**src/hw/rtl/cpm_pkg.sv**
```systemverilog
// Shared constants, register indexes and types of the charger protection monitor.
// No dependencies; used by the interfaces, cpm_scale, the top level and the checker.
package cpm_pkg;

   // Boxcar window depths (1..16 each)
   localparam int VOLT_WINDOW  = 16;
   localparam int CURR_WINDOW  = 16;
   localparam int SHORT_WINDOW = 8;

   localparam int VOLT_PTR_W  = (VOLT_WINDOW > 1) ? $clog2(VOLT_WINDOW) : 1;
   localparam int CURR_PTR_W  = (CURR_WINDOW > 1) ? $clog2(CURR_WINDOW) : 1;
   localparam int SHORT_PTR_W = (SHORT_WINDOW > 1) ? $clog2(SHORT_WINDOW) : 1;

   // Field widths
   localparam int SAMPLE_W  = 12;
   localparam int GAIN_W    = 16;
   localparam int THRESH_W  = 12;
   localparam int HOURS_W   = 8;
   localparam int MS_W      = 10;
   localparam int SEC_W     = 6;
   localparam int MIN_W     = 6;
   localparam int SUM_W     = 16;
   localparam int MV_W      = 16;
   localparam int COARSE_W  = 13;
   localparam int PROD_W    = SAMPLE_W + GAIN_W;

   // Configuration port
   localparam int CSR_INDEX_W = 3;
   localparam int CSR_DATA_W  = 16;
   localparam logic [CSR_INDEX_W-1:0] REG_MONITOR_ENABLE    = 3'd0;
   localparam logic [CSR_INDEX_W-1:0] REG_VOLTAGE_GAIN      = 3'd1;
   localparam logic [CSR_INDEX_W-1:0] REG_CURRENT_GAIN      = 3'd2;
   localparam logic [CSR_INDEX_W-1:0] REG_SHORT_THRESHOLD   = 3'd3;
   localparam logic [CSR_INDEX_W-1:0] REG_UNDER_VOLT_THRESH = 3'd4;
   localparam logic [CSR_INDEX_W-1:0] REG_TIMEOUT_HOURS     = 3'd5;

   localparam logic [GAIN_W-1:0]   VOLTAGE_GAIN_RST  = 16'd1000;
   localparam logic [GAIN_W-1:0]   CURRENT_GAIN_RST  = 16'd1000;
   localparam logic [THRESH_W-1:0] SHORT_THRESH_RST  = 12'd4095;
   localparam logic [THRESH_W-1:0] UV_THRESH_RST     = 12'd0;
   localparam logic [HOURS_W-1:0]  TIMEOUT_HOURS_RST = 8'd8;

   // Charge timer
   localparam int MS_PER_SEC   = 1000;
   localparam int SEC_PER_MIN  = 60;
   localparam int MIN_PER_HOUR = 60;
   localparam logic [HOURS_W-1:0] HOURS_MAX = 8'd255;

   // Scaling: product / 1000, saturated to MV_W bits
   localparam int SCALE_DIVISOR = 1000;
   localparam logic [PROD_W-1:0] SAT_LIMIT = PROD_W'((2 ** MV_W) * SCALE_DIVISOR);
   // below SAT_LIMIT: x / 1000 == ((x >> 3) * 8589935) >> 30, exact for x >> 3 < 2^23
   localparam int DIV1000_PRE_SHIFT = 3;
   localparam int DIV1000_MULT_W    = 24;
   localparam logic [DIV1000_MULT_W-1:0] DIV1000_MULT = 24'd8589935;
   localparam int DIV1000_SHIFT     = 30;
   // x / 10 == (x * 52429) >> 19, exact for x < 2^16
   localparam int COARSE_DIV     = 10;
   localparam int DIV10_MULT_W   = 16;
   localparam logic [DIV10_MULT_W-1:0] DIV10_MULT = 16'd52429;
   localparam int DIV10_SHIFT    = 19;
   localparam int SCALE_LATENCY  = 4;

   // Result buffer
   localparam int FIFO_DEPTH = 8;
   localparam int FIFO_PTR_W = $clog2(FIFO_DEPTH);
   localparam int PEND_W     = $clog2(FIFO_DEPTH + 1);

   typedef struct packed {
      logic valid;
      logic upd;
   } scale_ctl_type;

   typedef struct packed {
      logic               short_fault;
      logic               charge_timeout;
      logic [HOURS_W-1:0] elapsed_hours;
      logic [MIN_W-1:0]   elapsed_minutes;
   } status_type;

   typedef struct packed {
      logic [MV_W-1:0]     voltage_mv;
      logic [COARSE_W-1:0] voltage_coarse;
      logic [MV_W-1:0]     current_ma;
      logic [COARSE_W-1:0] current_coarse;
      status_type          stat;
   } rsp_item_type;

endpackage

```
**src/hw/rtl/cpm_if.sv**
```systemverilog
// Valid/ready channel interfaces of the charger protection monitor.
// Depends on cpm_pkg for field widths.
interface cpm_req_if;
   import cpm_pkg::*;
   logic                valid;
   logic                ready;
   logic [SAMPLE_W-1:0] voltage_sample;
   logic [SAMPLE_W-1:0] current_sample;
   logic                charging;
   logic                clear_timer;

   modport source (output valid, voltage_sample, current_sample, charging, clear_timer,
                   input ready);
   modport sink (input valid, voltage_sample, current_sample, charging, clear_timer,
                 output ready);
endinterface

interface cpm_rsp_if;
   import cpm_pkg::*;
   logic                valid;
   logic                ready;
   logic [MV_W-1:0]     voltage_mv;
   logic [COARSE_W-1:0] voltage_coarse;
   logic [MV_W-1:0]     current_ma;
   logic [COARSE_W-1:0] current_coarse;
   logic                short_fault;
   logic                charge_timeout;
   logic [HOURS_W-1:0]  elapsed_hours;
   logic [MIN_W-1:0]    elapsed_minutes;

   modport source (output valid, voltage_mv, voltage_coarse, current_ma, current_coarse,
                   short_fault, charge_timeout, elapsed_hours, elapsed_minutes,
                   input ready);
   modport sink (input valid, voltage_mv, voltage_coarse, current_ma, current_coarse,
                 short_fault, charge_timeout, elapsed_hours, elapsed_minutes,
                 output ready);
endinterface

```
**src/hw/rtl/cpm_scale.sv**
```systemverilog
// Gain scaling pipeline: average * gain / 1000 saturated, then tenths; holds last value.
// Depends on cpm_pkg. One item per cycle.
module cpm_scale (
   input  logic                          clock,
   input  logic                          reset,
   input  cpm_pkg::scale_ctl_type        ctl_in,
   input  logic [cpm_pkg::SAMPLE_W-1:0]  avg,
   input  logic [cpm_pkg::GAIN_W-1:0]    gain,
   output logic [cpm_pkg::MV_W-1:0]      scaled,
   output logic [cpm_pkg::COARSE_W-1:0]  coarse
);
   import cpm_pkg::*;

   localparam int QUO_IN_W     = PROD_W - DIV1000_PRE_SHIFT;
   localparam int RECIP_PROD_W = QUO_IN_W + DIV1000_MULT_W;
   localparam int TENTH_PROD_W = MV_W + DIV10_MULT_W;

   scale_ctl_type           ctl_a_ff;
   scale_ctl_type           ctl_b_ff;
   logic [PROD_W-1:0]       prod_ff;
   logic                    sat_ff;
   logic [MV_W-1:0]         quo_ff;
   logic [RECIP_PROD_W-1:0] recip_prod;
   logic [MV_W-1:0]         mv_in;
   logic [MV_W-1:0]         mv_ff;
   logic [MV_W-1:0]         hold_ff;
   logic [MV_W-1:0]         out_ff;
   logic [TENTH_PROD_W-1:0] tenth_prod;
   logic [COARSE_W-1:0]     coarse_ff;

   assign recip_prod = RECIP_PROD_W'(prod_ff[PROD_W-1:DIV1000_PRE_SHIFT])
                       * RECIP_PROD_W'(DIV1000_MULT);

   // items that do not update repeat the last held value
   assign mv_in = ctl_b_ff.upd ? (sat_ff ? '1 : quo_ff) : hold_ff;

   assign tenth_prod = TENTH_PROD_W'(mv_ff) * TENTH_PROD_W'(DIV10_MULT);

   always_ff @(posedge clock) begin
      if (reset) begin
         ctl_a_ff <= '0;
         ctl_b_ff <= '0;
         hold_ff  <= '0;
      end else begin
         ctl_a_ff <= ctl_in;
         ctl_b_ff <= ctl_a_ff;
         if (ctl_b_ff.valid && ctl_b_ff.upd) begin
            hold_ff <= mv_in;
         end
      end
   end

   always_ff @(posedge clock) begin
      prod_ff   <= PROD_W'(avg) * PROD_W'(gain);
      sat_ff    <= prod_ff >= SAT_LIMIT;
      quo_ff    <= recip_prod[DIV1000_SHIFT +: MV_W];
      mv_ff     <= mv_in;
      out_ff    <= mv_ff;
      coarse_ff <= tenth_prod[DIV10_SHIFT +: COARSE_W];
   end

   assign scaled = out_ff;
   assign coarse = coarse_ff;

endmodule

```
**src/hw/rtl/charger_protection_monitor.sv**
```systemverilog
// Charger protection monitor top level: window memories, short check, charge timer,
// result buffer. Depends on cpm_pkg, cpm_req_if, cpm_rsp_if and cpm_scale.
//
//   channel   dir   handshake      carries
//   req_ch    in    valid/ready    voltage/current sample, charging, clear_timer
//   rsp_ch    out   valid/ready    scaled averages, tenths, fault, timeout, hours, minutes
//   csr_*     in    csr_we only    register index and write data
//
// One item per cycle sustained while req_ch ready is high.
// The rate is set by the window read/modify/write loop: each window memory is
// read in the cycle before use at the next position, written back in the same cycle
// the running sum is updated. No clearing pass: a fill flag per window stands in
// for the zeroed entries after reset. Up to 8 items may be outstanding; req_ch
// ready drops only when 8 results are accepted and not yet taken.
module charger_protection_monitor (
   input  logic                            clock,
   input  logic                            reset,
   cpm_req_if.sink                         req_ch,
   cpm_rsp_if.source                       rsp_ch,
   input  logic                            csr_we,
   input  logic [cpm_pkg::CSR_INDEX_W-1:0] csr_index,
   input  logic [cpm_pkg::CSR_DATA_W-1:0]  csr_wdata
);
   import cpm_pkg::*;

   // configuration
   logic                monitor_enable_ff;
   logic [GAIN_W-1:0]   voltage_gain_ff;
   logic [GAIN_W-1:0]   current_gain_ff;
   logic [THRESH_W-1:0] short_thresh_ff;
   logic [THRESH_W-1:0] uv_thresh_ff;
   logic [HOURS_W-1:0]  timeout_hours_ff;

   // accept stage
   logic                req_fire;
   logic                rsp_fire;
   logic [PEND_W-1:0]   pending_ff;
   logic                s1_valid_ff;
   logic [SAMPLE_W-1:0] s1_vs_ff;
   logic [SAMPLE_W-1:0] s1_cs_ff;
   logic                s1_chg_ff;
   logic                s1_clr_ff;

   // window memories
   logic [SAMPLE_W-1:0] volt_mem  [VOLT_WINDOW];
   logic [SAMPLE_W-1:0] curr_mem  [CURR_WINDOW];
   logic [SAMPLE_W-1:0] short_mem [SHORT_WINDOW];

   logic [VOLT_PTR_W-1:0]  volt_pos_ff,  volt_pos_in;
   logic [CURR_PTR_W-1:0]  curr_pos_ff,  curr_pos_in;
   logic [SHORT_PTR_W-1:0] short_pos_ff, short_pos_in;
   logic [SUM_W-1:0]       volt_sum_ff,  volt_sum_in;
   logic [SUM_W-1:0]       curr_sum_ff,  curr_sum_in;
   logic [SUM_W-1:0]       short_sum_ff, short_sum_in;
   logic                   volt_full_ff, volt_full_in;
   logic                   curr_full_ff, curr_full_in;
   logic                   short_full_ff, short_full_in;
   logic [SAMPLE_W-1:0]    volt_rd_ff, curr_rd_ff, short_rd_ff;
   logic                   volt_fwd_ff, curr_fwd_ff, short_fwd_ff;
   logic [SAMPLE_W-1:0]    fwd_data_v_ff, fwd_data_c_ff;
   logic [SAMPLE_W-1:0]    volt_old, curr_old, short_old;
   logic                   volt_wrap, curr_wrap, short_wrap;
   logic [SUM_W-1:0]       short_avg;

   // fault and timer
   logic                upd;
   logic                win_we;
   logic                fault_hit;
   logic                timer_go;
   logic                fault_ff, fault_in;
   logic [MS_W-1:0]     ms_ff, ms_in;
   logic [SEC_W-1:0]    sec_ff, sec_in;
   logic [MIN_W-1:0]    min_ff, min_in;
   logic [HOURS_W-1:0]  hour_ff, hour_in;
   logic                timeout_ff, timeout_in;

   // scaling stage
   scale_ctl_type       s2_ctl_ff;
   logic [SAMPLE_W-1:0] s2_avg_v_ff;
   logic [SAMPLE_W-1:0] s2_avg_c_ff;
   status_type          s2_stat_ff;
   status_type          stat_pipe_ff  [SCALE_LATENCY];
   logic                valid_pipe_ff [SCALE_LATENCY];
   logic [MV_W-1:0]     scaled_v, scaled_c;
   logic [COARSE_W-1:0] coarse_v, coarse_c;

   // result buffer
   rsp_item_type          fifo_mem_ff [FIFO_DEPTH];
   logic [FIFO_PTR_W-1:0] wr_ptr_ff, rd_ptr_ff;
   logic [PEND_W-1:0]     fifo_cnt_ff;
   logic                  fifo_we;
   rsp_item_type          fifo_head;

   //---------------------------------------------------------------- config
   always_ff @(posedge clock) begin
      if (reset) begin
         monitor_enable_ff <= 1'b0;
         voltage_gain_ff   <= VOLTAGE_GAIN_RST;
         current_gain_ff   <= CURRENT_GAIN_RST;
         short_thresh_ff   <= SHORT_THRESH_RST;
         uv_thresh_ff      <= UV_THRESH_RST;
         timeout_hours_ff  <= TIMEOUT_HOURS_RST;
      end else if (csr_we) begin
         unique case (csr_index)
            REG_MONITOR_ENABLE:    monitor_enable_ff <= csr_wdata[0];
            REG_VOLTAGE_GAIN:      voltage_gain_ff   <= csr_wdata[GAIN_W-1:0];
            REG_CURRENT_GAIN:      current_gain_ff   <= csr_wdata[GAIN_W-1:0];
            REG_SHORT_THRESHOLD:   short_thresh_ff   <= csr_wdata[THRESH_W-1:0];
            REG_UNDER_VOLT_THRESH: uv_thresh_ff      <= csr_wdata[THRESH_W-1:0];
            REG_TIMEOUT_HOURS:     timeout_hours_ff  <= csr_wdata[HOURS_W-1:0];
            default: ;
         endcase
      end
   end

   //---------------------------------------------------------------- accept
   assign req_ch.ready = pending_ff < PEND_W'(FIFO_DEPTH);
   assign req_fire     = req_ch.valid && req_ch.ready;
   assign rsp_fire     = rsp_ch.valid && rsp_ch.ready;

   always_ff @(posedge clock) begin
      if (reset) begin
         pending_ff  <= '0;
         s1_valid_ff <= 1'b0;
      end else begin
         pending_ff  <= pending_ff + PEND_W'(req_fire) - PEND_W'(rsp_fire);
         s1_valid_ff <= req_fire;
      end
   end

   always_ff @(posedge clock) begin
      s1_vs_ff  <= req_ch.voltage_sample;
      s1_cs_ff  <= req_ch.current_sample;
      s1_chg_ff <= req_ch.charging;
      s1_clr_ff <= req_ch.clear_timer;
   end

   //---------------------------------------------------------------- windows
   // after a fault, no later beat touches the windows or the timer
   assign upd    = monitor_enable_ff && !fault_ff;
   assign win_we = s1_valid_ff && upd;

   assign volt_wrap  = volt_pos_ff == VOLT_PTR_W'(VOLT_WINDOW - 1);
   assign curr_wrap  = curr_pos_ff == CURR_PTR_W'(CURR_WINDOW - 1);
   assign short_wrap = short_pos_ff == SHORT_PTR_W'(SHORT_WINDOW - 1);

   // entry leaving the window; zero until the window has wrapped once
   assign volt_old  = volt_fwd_ff ? fwd_data_v_ff : (volt_full_ff ? volt_rd_ff : '0);
   assign curr_old  = curr_fwd_ff ? fwd_data_c_ff : (curr_full_ff ? curr_rd_ff : '0);
   assign short_old = short_fwd_ff ? fwd_data_c_ff : (short_full_ff ? short_rd_ff : '0);

   always_comb begin
      volt_pos_in   = volt_pos_ff;
      curr_pos_in   = curr_pos_ff;
      short_pos_in  = short_pos_ff;
      volt_sum_in   = volt_sum_ff;
      curr_sum_in   = curr_sum_ff;
      short_sum_in  = short_sum_ff;
      volt_full_in  = volt_full_ff;
      curr_full_in  = curr_full_ff;
      short_full_in = short_full_ff;
      if (win_we) begin
         volt_sum_in   = volt_sum_ff - SUM_W'(volt_old) + SUM_W'(s1_vs_ff);
         curr_sum_in   = curr_sum_ff - SUM_W'(curr_old) + SUM_W'(s1_cs_ff);
         short_sum_in  = short_sum_ff - SUM_W'(short_old) + SUM_W'(s1_cs_ff);
         volt_pos_in   = volt_wrap ? '0 : volt_pos_ff + 1'b1;
         curr_pos_in   = curr_wrap ? '0 : curr_pos_ff + 1'b1;
         short_pos_in  = short_wrap ? '0 : short_pos_ff + 1'b1;
         volt_full_in  = volt_full_ff | volt_wrap;
         curr_full_in  = curr_full_ff | curr_wrap;
         short_full_in = short_full_ff | short_wrap;
      end
   end

   // read ahead, in the cycle before, at the position the next beat will use
   always_ff @(posedge clock) begin
      if (win_we) begin
         volt_mem[volt_pos_ff]   <= s1_vs_ff;
         curr_mem[curr_pos_ff]   <= s1_cs_ff;
         short_mem[short_pos_ff] <= s1_cs_ff;
      end
      volt_rd_ff  <= volt_mem[volt_pos_in];
      curr_rd_ff  <= curr_mem[curr_pos_in];
      short_rd_ff <= short_mem[short_pos_in];
   end

   // same entry written and read in one cycle (single-entry window)
   always_ff @(posedge clock) begin
      if (reset) begin
         volt_fwd_ff  <= 1'b0;
         curr_fwd_ff  <= 1'b0;
         short_fwd_ff <= 1'b0;
      end else begin
         volt_fwd_ff  <= win_we && (volt_pos_in == volt_pos_ff);
         curr_fwd_ff  <= win_we && (curr_pos_in == curr_pos_ff);
         short_fwd_ff <= win_we && (short_pos_in == short_pos_ff);
      end
   end

   always_ff @(posedge clock) begin
      fwd_data_v_ff <= s1_vs_ff;
      fwd_data_c_ff <= s1_cs_ff;
   end

   //---------------------------------------------------------------- fault, timer
   assign short_avg = short_sum_in / SUM_W'(SHORT_WINDOW);
   assign fault_hit = win_we && (short_avg >= SUM_W'(short_thresh_ff))
                      && (s1_vs_ff <= uv_thresh_ff);
   assign fault_in  = fault_ff | fault_hit;
   assign timer_go  = s1_valid_ff && !fault_ff && !fault_hit;

   always_comb begin
      ms_in      = ms_ff;
      sec_in     = sec_ff;
      min_in     = min_ff;
      hour_in    = hour_ff;
      timeout_in = timeout_ff;
      if (timer_go) begin
         if (s1_clr_ff) begin
            ms_in      = '0;
            sec_in     = '0;
            min_in     = '0;
            hour_in    = '0;
            timeout_in = 1'b0;
         end
         if (s1_chg_ff) begin
            if (ms_in == MS_W'(MS_PER_SEC - 1)) begin
               ms_in = '0;
               if (sec_in == SEC_W'(SEC_PER_MIN - 1)) begin
                  sec_in = '0;
                  if (min_in == MIN_W'(MIN_PER_HOUR - 1)) begin
                     min_in = '0;
                     if (hour_in != HOURS_MAX) begin
                        hour_in = hour_in + 1'b1;
                     end
                     if (hour_in >= timeout_hours_ff) begin
                        timeout_in = 1'b1;
                     end
                  end else begin
                     min_in = min_in + 1'b1;
                  end
               end else begin
                  sec_in = sec_in + 1'b1;
               end
            end else begin
               ms_in = ms_in + 1'b1;
            end
         end
      end
   end

   always_ff @(posedge clock) begin
      if (reset) begin
         volt_pos_ff   <= '0;
         curr_pos_ff   <= '0;
         short_pos_ff  <= '0;
         volt_sum_ff   <= '0;
         curr_sum_ff   <= '0;
         short_sum_ff  <= '0;
         volt_full_ff  <= 1'b0;
         curr_full_ff  <= 1'b0;
         short_full_ff <= 1'b0;
         fault_ff      <= 1'b0;
         ms_ff         <= '0;
         sec_ff        <= '0;
         min_ff        <= '0;
         hour_ff       <= '0;
         timeout_ff    <= 1'b0;
      end else begin
         volt_pos_ff   <= volt_pos_in;
         curr_pos_ff   <= curr_pos_in;
         short_pos_ff  <= short_pos_in;
         volt_sum_ff   <= volt_sum_in;
         curr_sum_ff   <= curr_sum_in;
         short_sum_ff  <= short_sum_in;
         volt_full_ff  <= volt_full_in;
         curr_full_ff  <= curr_full_in;
         short_full_ff <= short_full_in;
         fault_ff      <= fault_in;
         ms_ff         <= ms_in;
         sec_ff        <= sec_in;
         min_ff        <= min_in;
         hour_ff       <= hour_in;
         timeout_ff    <= timeout_in;
      end
   end

   //---------------------------------------------------------------- scaling
   always_ff @(posedge clock) begin
      if (reset) begin
         s2_ctl_ff <= '0;
      end else begin
         s2_ctl_ff.valid <= s1_valid_ff;
         s2_ctl_ff.upd   <= upd;
      end
   end

   always_ff @(posedge clock) begin
      s2_avg_v_ff                <= SAMPLE_W'(volt_sum_in / SUM_W'(VOLT_WINDOW));
      s2_avg_c_ff                <= SAMPLE_W'(curr_sum_in / SUM_W'(CURR_WINDOW));
      s2_stat_ff.short_fault     <= fault_in;
      s2_stat_ff.charge_timeout  <= timeout_in;
      s2_stat_ff.elapsed_hours   <= hour_in;
      s2_stat_ff.elapsed_minutes <= min_in;
   end

   cpm_scale u_scale_v (
      .clock  (clock),
      .reset  (reset),
      .ctl_in (s2_ctl_ff),
      .avg    (s2_avg_v_ff),
      .gain   (voltage_gain_ff),
      .scaled (scaled_v),
      .coarse (coarse_v)
   );

   cpm_scale u_scale_c (
      .clock  (clock),
      .reset  (reset),
      .ctl_in (s2_ctl_ff),
      .avg    (s2_avg_c_ff),
      .gain   (current_gain_ff),
      .scaled (scaled_c),
      .coarse (coarse_c)
   );

   // status rides alongside the scaling pipeline
   always_ff @(posedge clock) begin
      if (reset) begin
         for (int i = 0; i < SCALE_LATENCY; i++) begin
            valid_pipe_ff[i] <= 1'b0;
         end
      end else begin
         valid_pipe_ff[0] <= s2_ctl_ff.valid;
         for (int i = 1; i < SCALE_LATENCY; i++) begin
            valid_pipe_ff[i] <= valid_pipe_ff[i-1];
         end
      end
   end

   always_ff @(posedge clock) begin
      stat_pipe_ff[0] <= s2_stat_ff;
      for (int i = 1; i < SCALE_LATENCY; i++) begin
         stat_pipe_ff[i] <= stat_pipe_ff[i-1];
      end
   end

   //---------------------------------------------------------------- result buffer
   // never overflows: pending_ff counts every beat not yet taken
   assign fifo_we = valid_pipe_ff[SCALE_LATENCY-1];

   always_ff @(posedge clock) begin
      if (fifo_we) begin
         fifo_mem_ff[wr_ptr_ff].voltage_mv     <= scaled_v;
         fifo_mem_ff[wr_ptr_ff].voltage_coarse <= coarse_v;
         fifo_mem_ff[wr_ptr_ff].current_ma     <= scaled_c;
         fifo_mem_ff[wr_ptr_ff].current_coarse <= coarse_c;
         fifo_mem_ff[wr_ptr_ff].stat           <= stat_pipe_ff[SCALE_LATENCY-1];
      end
   end

   always_ff @(posedge clock) begin
      if (reset) begin
         wr_ptr_ff   <= '0;
         rd_ptr_ff   <= '0;
         fifo_cnt_ff <= '0;
      end else begin
         if (fifo_we) begin
            wr_ptr_ff <= (wr_ptr_ff == FIFO_PTR_W'(FIFO_DEPTH - 1)) ? '0 : wr_ptr_ff + 1'b1;
         end
         if (rsp_fire) begin
            rd_ptr_ff <= (rd_ptr_ff == FIFO_PTR_W'(FIFO_DEPTH - 1)) ? '0 : rd_ptr_ff + 1'b1;
         end
         fifo_cnt_ff <= fifo_cnt_ff + PEND_W'(fifo_we) - PEND_W'(rsp_fire);
      end
   end

   assign fifo_head = fifo_mem_ff[rd_ptr_ff];

   assign rsp_ch.valid           = fifo_cnt_ff != '0;
   assign rsp_ch.voltage_mv      = fifo_head.voltage_mv;
   assign rsp_ch.voltage_coarse  = fifo_head.voltage_coarse;
   assign rsp_ch.current_ma      = fifo_head.current_ma;
   assign rsp_ch.current_coarse  = fifo_head.current_coarse;
   assign rsp_ch.short_fault     = fifo_head.stat.short_fault;
   assign rsp_ch.charge_timeout  = fifo_head.stat.charge_timeout;
   assign rsp_ch.elapsed_hours   = fifo_head.stat.elapsed_hours;
   assign rsp_ch.elapsed_minutes = fifo_head.stat.elapsed_minutes;

endmodule

```
**src/flat_wrapper.sv**
```systemverilog
// flat-port wrapper written by rule: the top's interface ports become plain ports
module charger_protection_monitor_flat import cpm_pkg::*;
  (clock, reset, csr_we, csr_index, csr_wdata, req_ch_valid, req_ch_voltage_sample, req_ch_current_sample, req_ch_charging, req_ch_clear_timer, req_ch_ready, rsp_ch_valid, rsp_ch_voltage_mv, rsp_ch_voltage_coarse, rsp_ch_current_ma, rsp_ch_current_coarse, rsp_ch_short_fault, rsp_ch_charge_timeout, rsp_ch_elapsed_hours, rsp_ch_elapsed_minutes, rsp_ch_ready);
  cpm_req_if req_ch_i ();
  cpm_rsp_if rsp_ch_i ();
  input  logic clock;
  input  logic reset;
  input  logic csr_we;
  input  logic [cpm_pkg::CSR_INDEX_W-1:0] csr_index;
  input  logic [cpm_pkg::CSR_DATA_W-1:0] csr_wdata;
  input wire logic [$bits(req_ch_i.valid)-1:0] req_ch_valid;
  input wire logic [$bits(req_ch_i.voltage_sample)-1:0] req_ch_voltage_sample;
  input wire logic [$bits(req_ch_i.current_sample)-1:0] req_ch_current_sample;
  input wire logic [$bits(req_ch_i.charging)-1:0] req_ch_charging;
  input wire logic [$bits(req_ch_i.clear_timer)-1:0] req_ch_clear_timer;
  output wire logic [$bits(req_ch_i.ready)-1:0] req_ch_ready;
  output wire logic [$bits(rsp_ch_i.valid)-1:0] rsp_ch_valid;
  output wire logic [$bits(rsp_ch_i.voltage_mv)-1:0] rsp_ch_voltage_mv;
  output wire logic [$bits(rsp_ch_i.voltage_coarse)-1:0] rsp_ch_voltage_coarse;
  output wire logic [$bits(rsp_ch_i.current_ma)-1:0] rsp_ch_current_ma;
  output wire logic [$bits(rsp_ch_i.current_coarse)-1:0] rsp_ch_current_coarse;
  output wire logic [$bits(rsp_ch_i.short_fault)-1:0] rsp_ch_short_fault;
  output wire logic [$bits(rsp_ch_i.charge_timeout)-1:0] rsp_ch_charge_timeout;
  output wire logic [$bits(rsp_ch_i.elapsed_hours)-1:0] rsp_ch_elapsed_hours;
  output wire logic [$bits(rsp_ch_i.elapsed_minutes)-1:0] rsp_ch_elapsed_minutes;
  input wire logic [$bits(rsp_ch_i.ready)-1:0] rsp_ch_ready;
  assign req_ch_i.valid = req_ch_valid;
  assign req_ch_i.voltage_sample = req_ch_voltage_sample;
  assign req_ch_i.current_sample = req_ch_current_sample;
  assign req_ch_i.charging = req_ch_charging;
  assign req_ch_i.clear_timer = req_ch_clear_timer;
  assign req_ch_ready = req_ch_i.ready;
  assign rsp_ch_valid = rsp_ch_i.valid;
  assign rsp_ch_voltage_mv = rsp_ch_i.voltage_mv;
  assign rsp_ch_voltage_coarse = rsp_ch_i.voltage_coarse;
  assign rsp_ch_current_ma = rsp_ch_i.current_ma;
  assign rsp_ch_current_coarse = rsp_ch_i.current_coarse;
  assign rsp_ch_short_fault = rsp_ch_i.short_fault;
  assign rsp_ch_charge_timeout = rsp_ch_i.charge_timeout;
  assign rsp_ch_elapsed_hours = rsp_ch_i.elapsed_hours;
  assign rsp_ch_elapsed_minutes = rsp_ch_i.elapsed_minutes;
  assign rsp_ch_i.ready = rsp_ch_ready;
  charger_protection_monitor u_core (.clock(clock), .reset(reset), .req_ch(req_ch_i), .rsp_ch(rsp_ch_i), .csr_we(csr_we), .csr_index(csr_index), .csr_wdata(csr_wdata));
endmodule
```
**config.mk**
```make
export PLATFORM = sky130hd
export DESIGN_NAME = charger_protection_monitor_flat
export DESIGN_NICKNAME = d
export VERILOG_FILES = /design/src/hw/rtl/cpm_pkg.sv /design/src/hw/rtl/cpm_if.sv /design/src/hw/rtl/cpm_scale.sv /design/src/hw/rtl/charger_protection_monitor.sv /design/src/flat_wrapper.sv
export SDC_FILE = /design/constraint.sdc
export NUM_CORES = 2
export LEC_CHECK = 0
export ABC_AREA = 1
export BUFFER_PORTS_ARGS = -buffer_cell sky130_fd_sc_hd__buf_2
export CORE_MARGIN = 1.5
export CORE_UTILIZATION = 35
export CTS_CLUSTER_DIAMETER = 150
export CTS_CLUSTER_SIZE = 14
export DETAILED_ROUTE_END_ITERATION = 8
export MAX_ROUTING_LAYER = met4
export PLACE_DENSITY = 0.48
export SETUP_SLACK_MARGIN = 0.02
export SYNTH_ARGS = -nofsm -noshare
export SYNTH_HDL_FRONTEND = slang
export SYNTH_SLANG_ARGS = --single-unit
```
**constraint.sdc**
```tcl
create_clock -name clock -period 4.99 [get_ports clock]
set_input_delay 0.2495 -clock clock [delete_from_list [all_inputs] [get_ports clock]]
set_output_delay 0.2495 -clock clock [all_outputs]
set_load 0.02 [all_outputs]
```
Word-level counts from Yosys, hierarchy flattened
Memory sizes are Yosys's and may differ from the RTL's. A register that Yosys moved wholly into a read port is not among the register bits.
Index checks and enable logic that the tools add are counted.
- register bits after elaboration: 485
- memory bits (writable): 1140
- bits of input ports: 50
- output and inout port bits: 76
- memories: 6
- add/subtract/negate cells: 19
- multiply operators: 6
- magnitude comparators: 6
- equality and inequality tests: 17
- multiplexer cells: 70
- bitwise operators: 8
- reductions and logical operators: 22
- memories (memory ; depth ; width ; read ports ; clocked after Yosys merged registers in ; write ports ; line ; source):
    u_core.fifo_mem_ff ; 8 ; 74 ; 1 ; 1 ; 1 ; charger_protection_monitor.sv:88 ; rsp_item_type fifo_mem_ff [FIFO_DEPTH];
    u_core.curr_mem ; 16 ; 12 ; 1 ; 1 ; 1 ; charger_protection_monitor.sv:46 ; logic [SAMPLE_W-1:0] curr_mem [CURR_WINDOW];
    u_core.volt_mem ; 16 ; 12 ; 1 ; 1 ; 1 ; charger_protection_monitor.sv:45 ; logic [SAMPLE_W-1:0] volt_mem [VOLT_WINDOW];
    u_core.short_mem ; 8 ; 12 ; 1 ; 1 ; 1 ; charger_protection_monitor.sv:47 ; logic [SAMPLE_W-1:0] short_mem [SHORT_WINDOW];
    u_core.stat_pipe_ff ; 4 ; 16 ; 4 ; 0 ; 4 ; charger_protection_monitor.sv:82 ; status_type stat_pipe_ff [SCALE_LATENCY];
    u_core.valid_pipe_ff ; 4 ; 1 ; 4 ; 0 ; 4 ; charger_protection_monitor.sv:83 ; logic valid_pipe_ff [SCALE_LATENCY];
- operator list (operator ; number):
    $mux W16 ; 7
    $mux W8 ; 13
    $mul A25 B24 Y46 const B ; 2
    $mux W12 ; 6
    $mux W6 ; 12
    $mul A16 B16 Y32 const B ; 2
    $ge A28 B26 Y1 const B ; 2
    $mul A12 B16 Y28 ; 2
    $add A16 B12 Y16 ; 3
    $sub A16 B12 Y16 ; 3
    $mux W10 ; 4
    $mux W1 ; 18
    $mux W3 ; 6
    $mux W4 ; 4
    $eq A3 B3 Y1 const B ; 5
    $ge A13 B12 Y1 ; 1
    $add A6 B1 Y6 const B ; 2
    $eq A6 B6 Y1 const B ; 2
    $le A12 B12 Y1 ; 1
    $logic_and A1 B1 Y1 ; 12
    $reduce_and A2 Y1 ; 6
    $add A10 B1 Y10 const B ; 1
    $eq A10 B10 Y1 const B ; 1
    $add A3 B1 Y3 const B ; 3
    16 further kinds ; 30

Depth between registers and ports, before layout
- depth in word-level cells: 25
- depth in mapped cells: 37

Cells and area by module
Synthesis repeated with hierarchy kept, for this count alone.
- cell total of the unflattened synthesis: 11223
- area total of the unflattened synthesis: 107942.3 µm²
- modules (own cells, without submodules) (module ; instances ; cells an instance ; area an instance (µm²)):
    charger_protection_monitor ; 1 ; 5050 ; 57775.4
    cpm_scale (u_core.u_scale_c) ; 1 ; 3111 ; 25170.4
    cpm_scale (u_core.u_scale_v) ; 1 ; 3062 ; 24996.5

Worst setup path after synthesis
Ideal clock, no wire load.
- kind: flip-flop to flip-flop
- start point: register u_core.u_scale_c.prod_ff[18]
- end point: register u_core.u_scale_c.quo_ff[6]
- library setup time: 0.121 ns
- data arrival time: 5.180 ns
- path slack: -0.311 ns
- cell stages (with the launch flop): 24
- period minus slack after synthesis: 5.301 ns
- cell sequence: dfxtp_1 fa_1 inv_1 fa_1 inv_1 ha_1 inv_1 fa_1 fa_1 inv_1 fa_1 inv_1 fa_1 inv_1 ha_1 a21oi_1 inv_1 a31oi_1 o21ai_0 a21oi_1 o21ai_0 nand2_1 nand2_1 xor2_1
- longest elaborated chain between the ends: 1
- ends and longest elaborated chain (item ; line ; source):
    start: declaration ; cpm_scale.sv:20 ; logic [PROD_W-1:0] prod_ff;
    start signal: assignment ; cpm_scale.sv:54 ; prod_ff <= PROD_W'(avg) * PROD_W'(gain);
    $mul A25 B24 Y46 ; cpm_scale.sv:32 ; * RECIP_PROD_W'(DIV1000_MULT);
    net u_core.u_scale_c.recip_prod[36] ; cpm_scale.sv:23 ; logic [RECIP_PROD_W-1:0] recip_prod;
    end signal: assignment ; cpm_scale.sv:56 ; quo_ff <= recip_prod[DIV1000_SHIFT +: MV_W];
    end: declaration ; cpm_scale.sv:22 ; logic [MV_W-1:0] quo_ff;
The timed path passes the listed nets, and every way through them passes these cells.
A chain may end at the register's enable or synchronous reset.

Worst setup path after layout
- start point: register u_core.u_scale_c.prod_ff[17]
- end point: register u_core.u_scale_c.quo_ff[12]
Same word-level chain as after synthesis.

==> impl_metrics.env <==
export IMPL_status="finished, violations left"
export IMPL_violations="negative setup slack"
export IMPL_period_share_pct=106.1
export IMPL_fp_dieArea_um2=305000
export IMPL_clock_latency_ns=0.83
export IMPL_tns_ns=-5.835
export IMPL_vias_per_cell=4.781
export IMPL_cts_root_buf="clkbuf_16"
export IMPL_synth_cell_types=65
export IMPL_syn_inst=10590
export IMPL_rsz0062_at_grt="true"
export IMPL_finalHoldViolations=0
export IMPL_syn_area_per_cell_um2=9.970
export IMPL_critPathLaunchType="register"
export IMPL_setup_viol_count_final=32
export IMPL_place_port_buffers=125
export IMPL_track_usage_pct=18.90
export IMPL_grt_pass1_vias=77250
export IMPL_initial_core_util_pct=35.19
export IMPL_drv_slew=0
export IMPL_num_rows=201
export IMPL_holdPathEnd="u_core.s1_vs_ff[7]"
export IMPL_drive_above_1_share_pct=17.84
export IMPL_r2r_slack_ns=-0.30
export IMPL_ys_ff_latch=1662
export IMPL_endpoint_kind="register"
export IMPL_coreArea_um2=300000
export IMPL_layout_nets=13320
export IMPL_async_flop_share_pct=0
export IMPL_crit_chain="buf_6 -> fa_1 -> inv_1 -> fa_1 -> inv_2 -> ha_4 -> fa_2 -> fa_1 -> fa_1 -> inv_1 -> fa_1 -> inv_2 -> ha_4 -> a21oi_2 -> inv_2 -> a21oi_4 -> o21ai_1 -> and2_4 -> o21ai_4 -> nand4_1 -> xor2_1"
export IMPL_reg2reg_from="u_core.u_scale_c.prod_ff[17]"
export IMPL_synth_ff_type="edfxtp_1"
export IMPL_critPathKind="reg -> reg"
export IMPL_ys_seq_area_share_pct=41.68
export IMPL_cpMostUsedCell="fa_1"
export IMPL_hold_depth=2
export IMPL_syn_to_final_growth_pct=19.00
export IMPL_finalWorstSetupSlack_ns=-0.3035
export IMPL_maxSlewHeadroom_pct=24.89
export IMPL_antenna_found_initial=3
export IMPL_ant_nets=0
export IMPL_worst_pin_slew_ns=1.125
export IMPL_cp_arrival_ns=5.96
export IMPL_cts_inserted_buffers=145
export IMPL_crit_fanout=4
export IMPL_path_delay_family="adder cells"
export IMPL_die_h_um=552.2
export IMPL_fill_cells=29090
export IMPL_ios=126
export IMPL_htree_levels=4
export IMPL_die_w_um=552.2
export IMPL_reg2reg_depth=21
export IMPL_max_cap_viol_count=0
export IMPL_synth_warnings=0
export IMPL_cp_data_required_time_ns=5.66
export IMPL_place_congestion=0.8841
export IMPL_hp_start="req_ch_voltage_sample[7]"
export IMPL_grt_pass1_wl_um=442100
export IMPL_grt_max_degree=135
export IMPL_final_core_util_pct=41.87
export IMPL_drt_wl_total_um=283500
export IMPL_crit_path_max_incr_delay_ns=0.54
export IMPL_synth_area_um2=105600
export IMPL_synth_edf_count=1072
export IMPL_path_clk_slew_ns=0.07
export IMPL_drtPass1Iterations=6
export IMPL_cp_num_buf_inv=6
export IMPL_cts_sinks=1662
export IMPL_hp_class="in -> reg"
export IMPL_max_freq_mhz=188.9
export IMPL_overflow=0
export IMPL_hpwl_um=205100
export IMPL_p_leak_nw=57.13
export IMPL_drc_errors=0
export IMPL_r2r_end="u_core.u_scale_c.quo_ff[12]"
export IMPL_wire_per_inst_um=18.36
export IMPL_skew_ns=0.05046
export IMPL_multi_input_area_um2=56360
export IMPL_cts_buffer_depth=4
export IMPL_period_needed_ns=5.294
export IMPL_crit_path_top_delay_cell="fa_1"
export IMPL_power_density_nw_per_um2=260.2
export IMPL_register_area_um2=44280
export IMPL_vias=73840
export IMPL_ir_worst_vdd_mv=0.2406
export IMPL_cts_tree="built"
export IMPL_drt_initial_drc_count=3885
-- cell usage after synthesis, drive strengths merged (11+ instances only) --
library cell | n | share of area [%]
o211ai | 49 | 0.35
and2 | 18 | 0.11
nor4 | 17 | 0.12
mux2 | 29 | 0.31
fa | 848 | 16
a21o | 39 | 0.28
edfxtp | 1072 | 30
o21ai | 843 | 4.0
o21bai | 25 | 0.18
xor2 | 112 | 0.95
a21boi | 11 | 0.078
nor3 | 55 | 0.27
nand4 | 52 | 0.31
a211oi | 16 | 0.11
a31oi | 95 | 0.56
nand3b | 12 | 0.085
xnor2 | 48 | 0.41
dfxtp | 590 | 11
nand2 | 1176 | 4.2
o221ai | 54 | 0.45
or2 | 40 | 0.24
nand3 | 193 | 0.92
clkbuf | 243 | 0.86
inv | 2016 | 7.2
o22ai | 148 | 0.88
buf | 121 | 0.63
nor2 | 1253 | 4.5
ha | 1040 | 12
a21oi | 335 | 1.6
-- registers in the layout, indices dropped and copies added (netlist names), 28 cells and up, named ones only --
signal and flops:
u_core.u_scale_v.prod_ff 28, u_core.curr_mem 192, u_core.short_mem 96, u_core.fifo_mem_ff 592, u_core.volt_mem 192, u_core.stat_pipe_ff 64
u_core.u_scale_c.prod_ff 28
-- metal layers --
metal | GRT usage (%) | part of all wire, % | routed length, µm
met1 | 24.10 | 46 | 129200
met2 | 32.53 | 49 | 139500
met3 | 1.842 | 3.2 | 9062
met4 | 3.900 | 2.0 | 5743
met5 | - | 0 | 0
-- logic make-up (layout without fill, tap and decap cells) --
group,after synthesis,count (layout),synth area share (%)
compound gates,1649,1649,8.757
buf+inv,2382,3274,8.677
fa+ha+maj,1888,1888,28.40
xor+xnor,160,160,1.352
mux,29,29,0.3093
other cells,1,4,0.003552
simple gates,2819,2819,10.82
flops,1662,1662,41.68
-- placed cells by master (no fill, tap or decap), types with 148 or more instances in the layout --
cell type  netlist  final
buf_4           19    718
nor2_1        1240   1168
nand3_1        191    169
edfxtp_1      1072   1072
o21ai_0        812    744
nand2_1       1167   1074
a21oi_1        330    234
ha_1          1040    909
o22ai_1        148    148
fa_1           848    792
dfxtp_1        590    483
inv_1         1997   1880
-- timing repair --
action | 4_1_cts | 5_1_grt
pin swaps | 168 | 311
endpoints found under the hold margin | 95 | 0
hold buffers | 59 | 0
cloned | 0 | 1
endpoints found under the setup margin | 116 | 128
gates resized for setup | 432 | 546
setup buffers | 19 | 55
-- worst reg2reg max path, cell delays in order, from the launching register on --
cell and delay, ns:
dfxtp_4 0.37, buf_6 0.12, fa_1 0.51, inv_1 0.05, fa_1 0.49, inv_2 0.05, ha_4 0.24, fa_2 0.38
fa_1 0.47, fa_1 0.54, inv_1 0.05, fa_1 0.52, inv_2 0.05, ha_4 0.25, a21oi_2 0.14, inv_2 0.07
a21oi_4 0.16, o21ai_1 0.08, and2_4 0.15, o21ai_4 0.16, nand4_1 0.15, xor2_1 0.17
-- layout make-up --
cell class,instances,share of cell area [%]
Antenna cell,2,0.003984
Clock buffer,236,3.185
Clock inverter,10,0.08963
Inverter,2018,6.061
Multi-Input combinational cell,6547,44.86
Sequential cell,1662,35.24
Tap cell,3958,3.942
Timing Repair Buffer,1010,6.617
-- stage by stage --
stage | power (mW) | area (µm²) | worst slack (ns) | instances | hold WS, ns
6_report | 32.68 | 125600 | -0.3035 | 15440 | 0.07658
5_1_grt | 34.34 | 125600 | -0.5051 | 15440 | 0.03549
4_1_cts | 32.91 | 123000 | -0.3124 | 15390 | 0.002946
3_5_place_dp | 21.86 | 116400 | -0.5342 | 15060 | 0.3121
3_3_place_gp | 21.77 | 116400 | -0.4764 | 15060 | 0.3135
2_1_floorplan | 19.41 | 106100 | -0.02699 | 10590 | 0.2772
-- how the worst max path moves through the flow --
| stage | from | endpoint | cells past startpoint | slack [ns] |
|---|---|---|---|---|
| after global placement | u_core.u_scale_c.prod_ff[10] | u_core.u_scale_c.quo_ff[10] | 19 | -0.48 |
| after detailed placement | u_core.u_scale_c.prod_ff[10] | u_core.u_scale_c.quo_ff[10] | 19 | -0.53 |
| final | u_core.u_scale_c.prod_ff[17] | u_core.u_scale_c.quo_ff[12] | 21 | -0.30 |
| after floorplan | u_core.u_scale_c.prod_ff[20] | u_core.u_scale_c.quo_ff[6] | 23 | -0.03 |
| after CTS | u_core.u_scale_c.prod_ff[22] | u_core.u_scale_c.quo_ff[12] | 20 | -0.31 |
| after global routing | u_core.u_scale_c.prod_ff[20] | u_core.u_scale_c.quo_ff[8] | 25 | -0.51 |
-- report_power, final --
part           total [mW]  internal [mW]  switching [mW]
clock network        10.6           5.55            5.04
registers            15.1           14.8           0.289
logic                6.98           2.45            4.53
total                32.7           22.8            9.86
No activity file was read; power rests on OpenSTA's default activity.
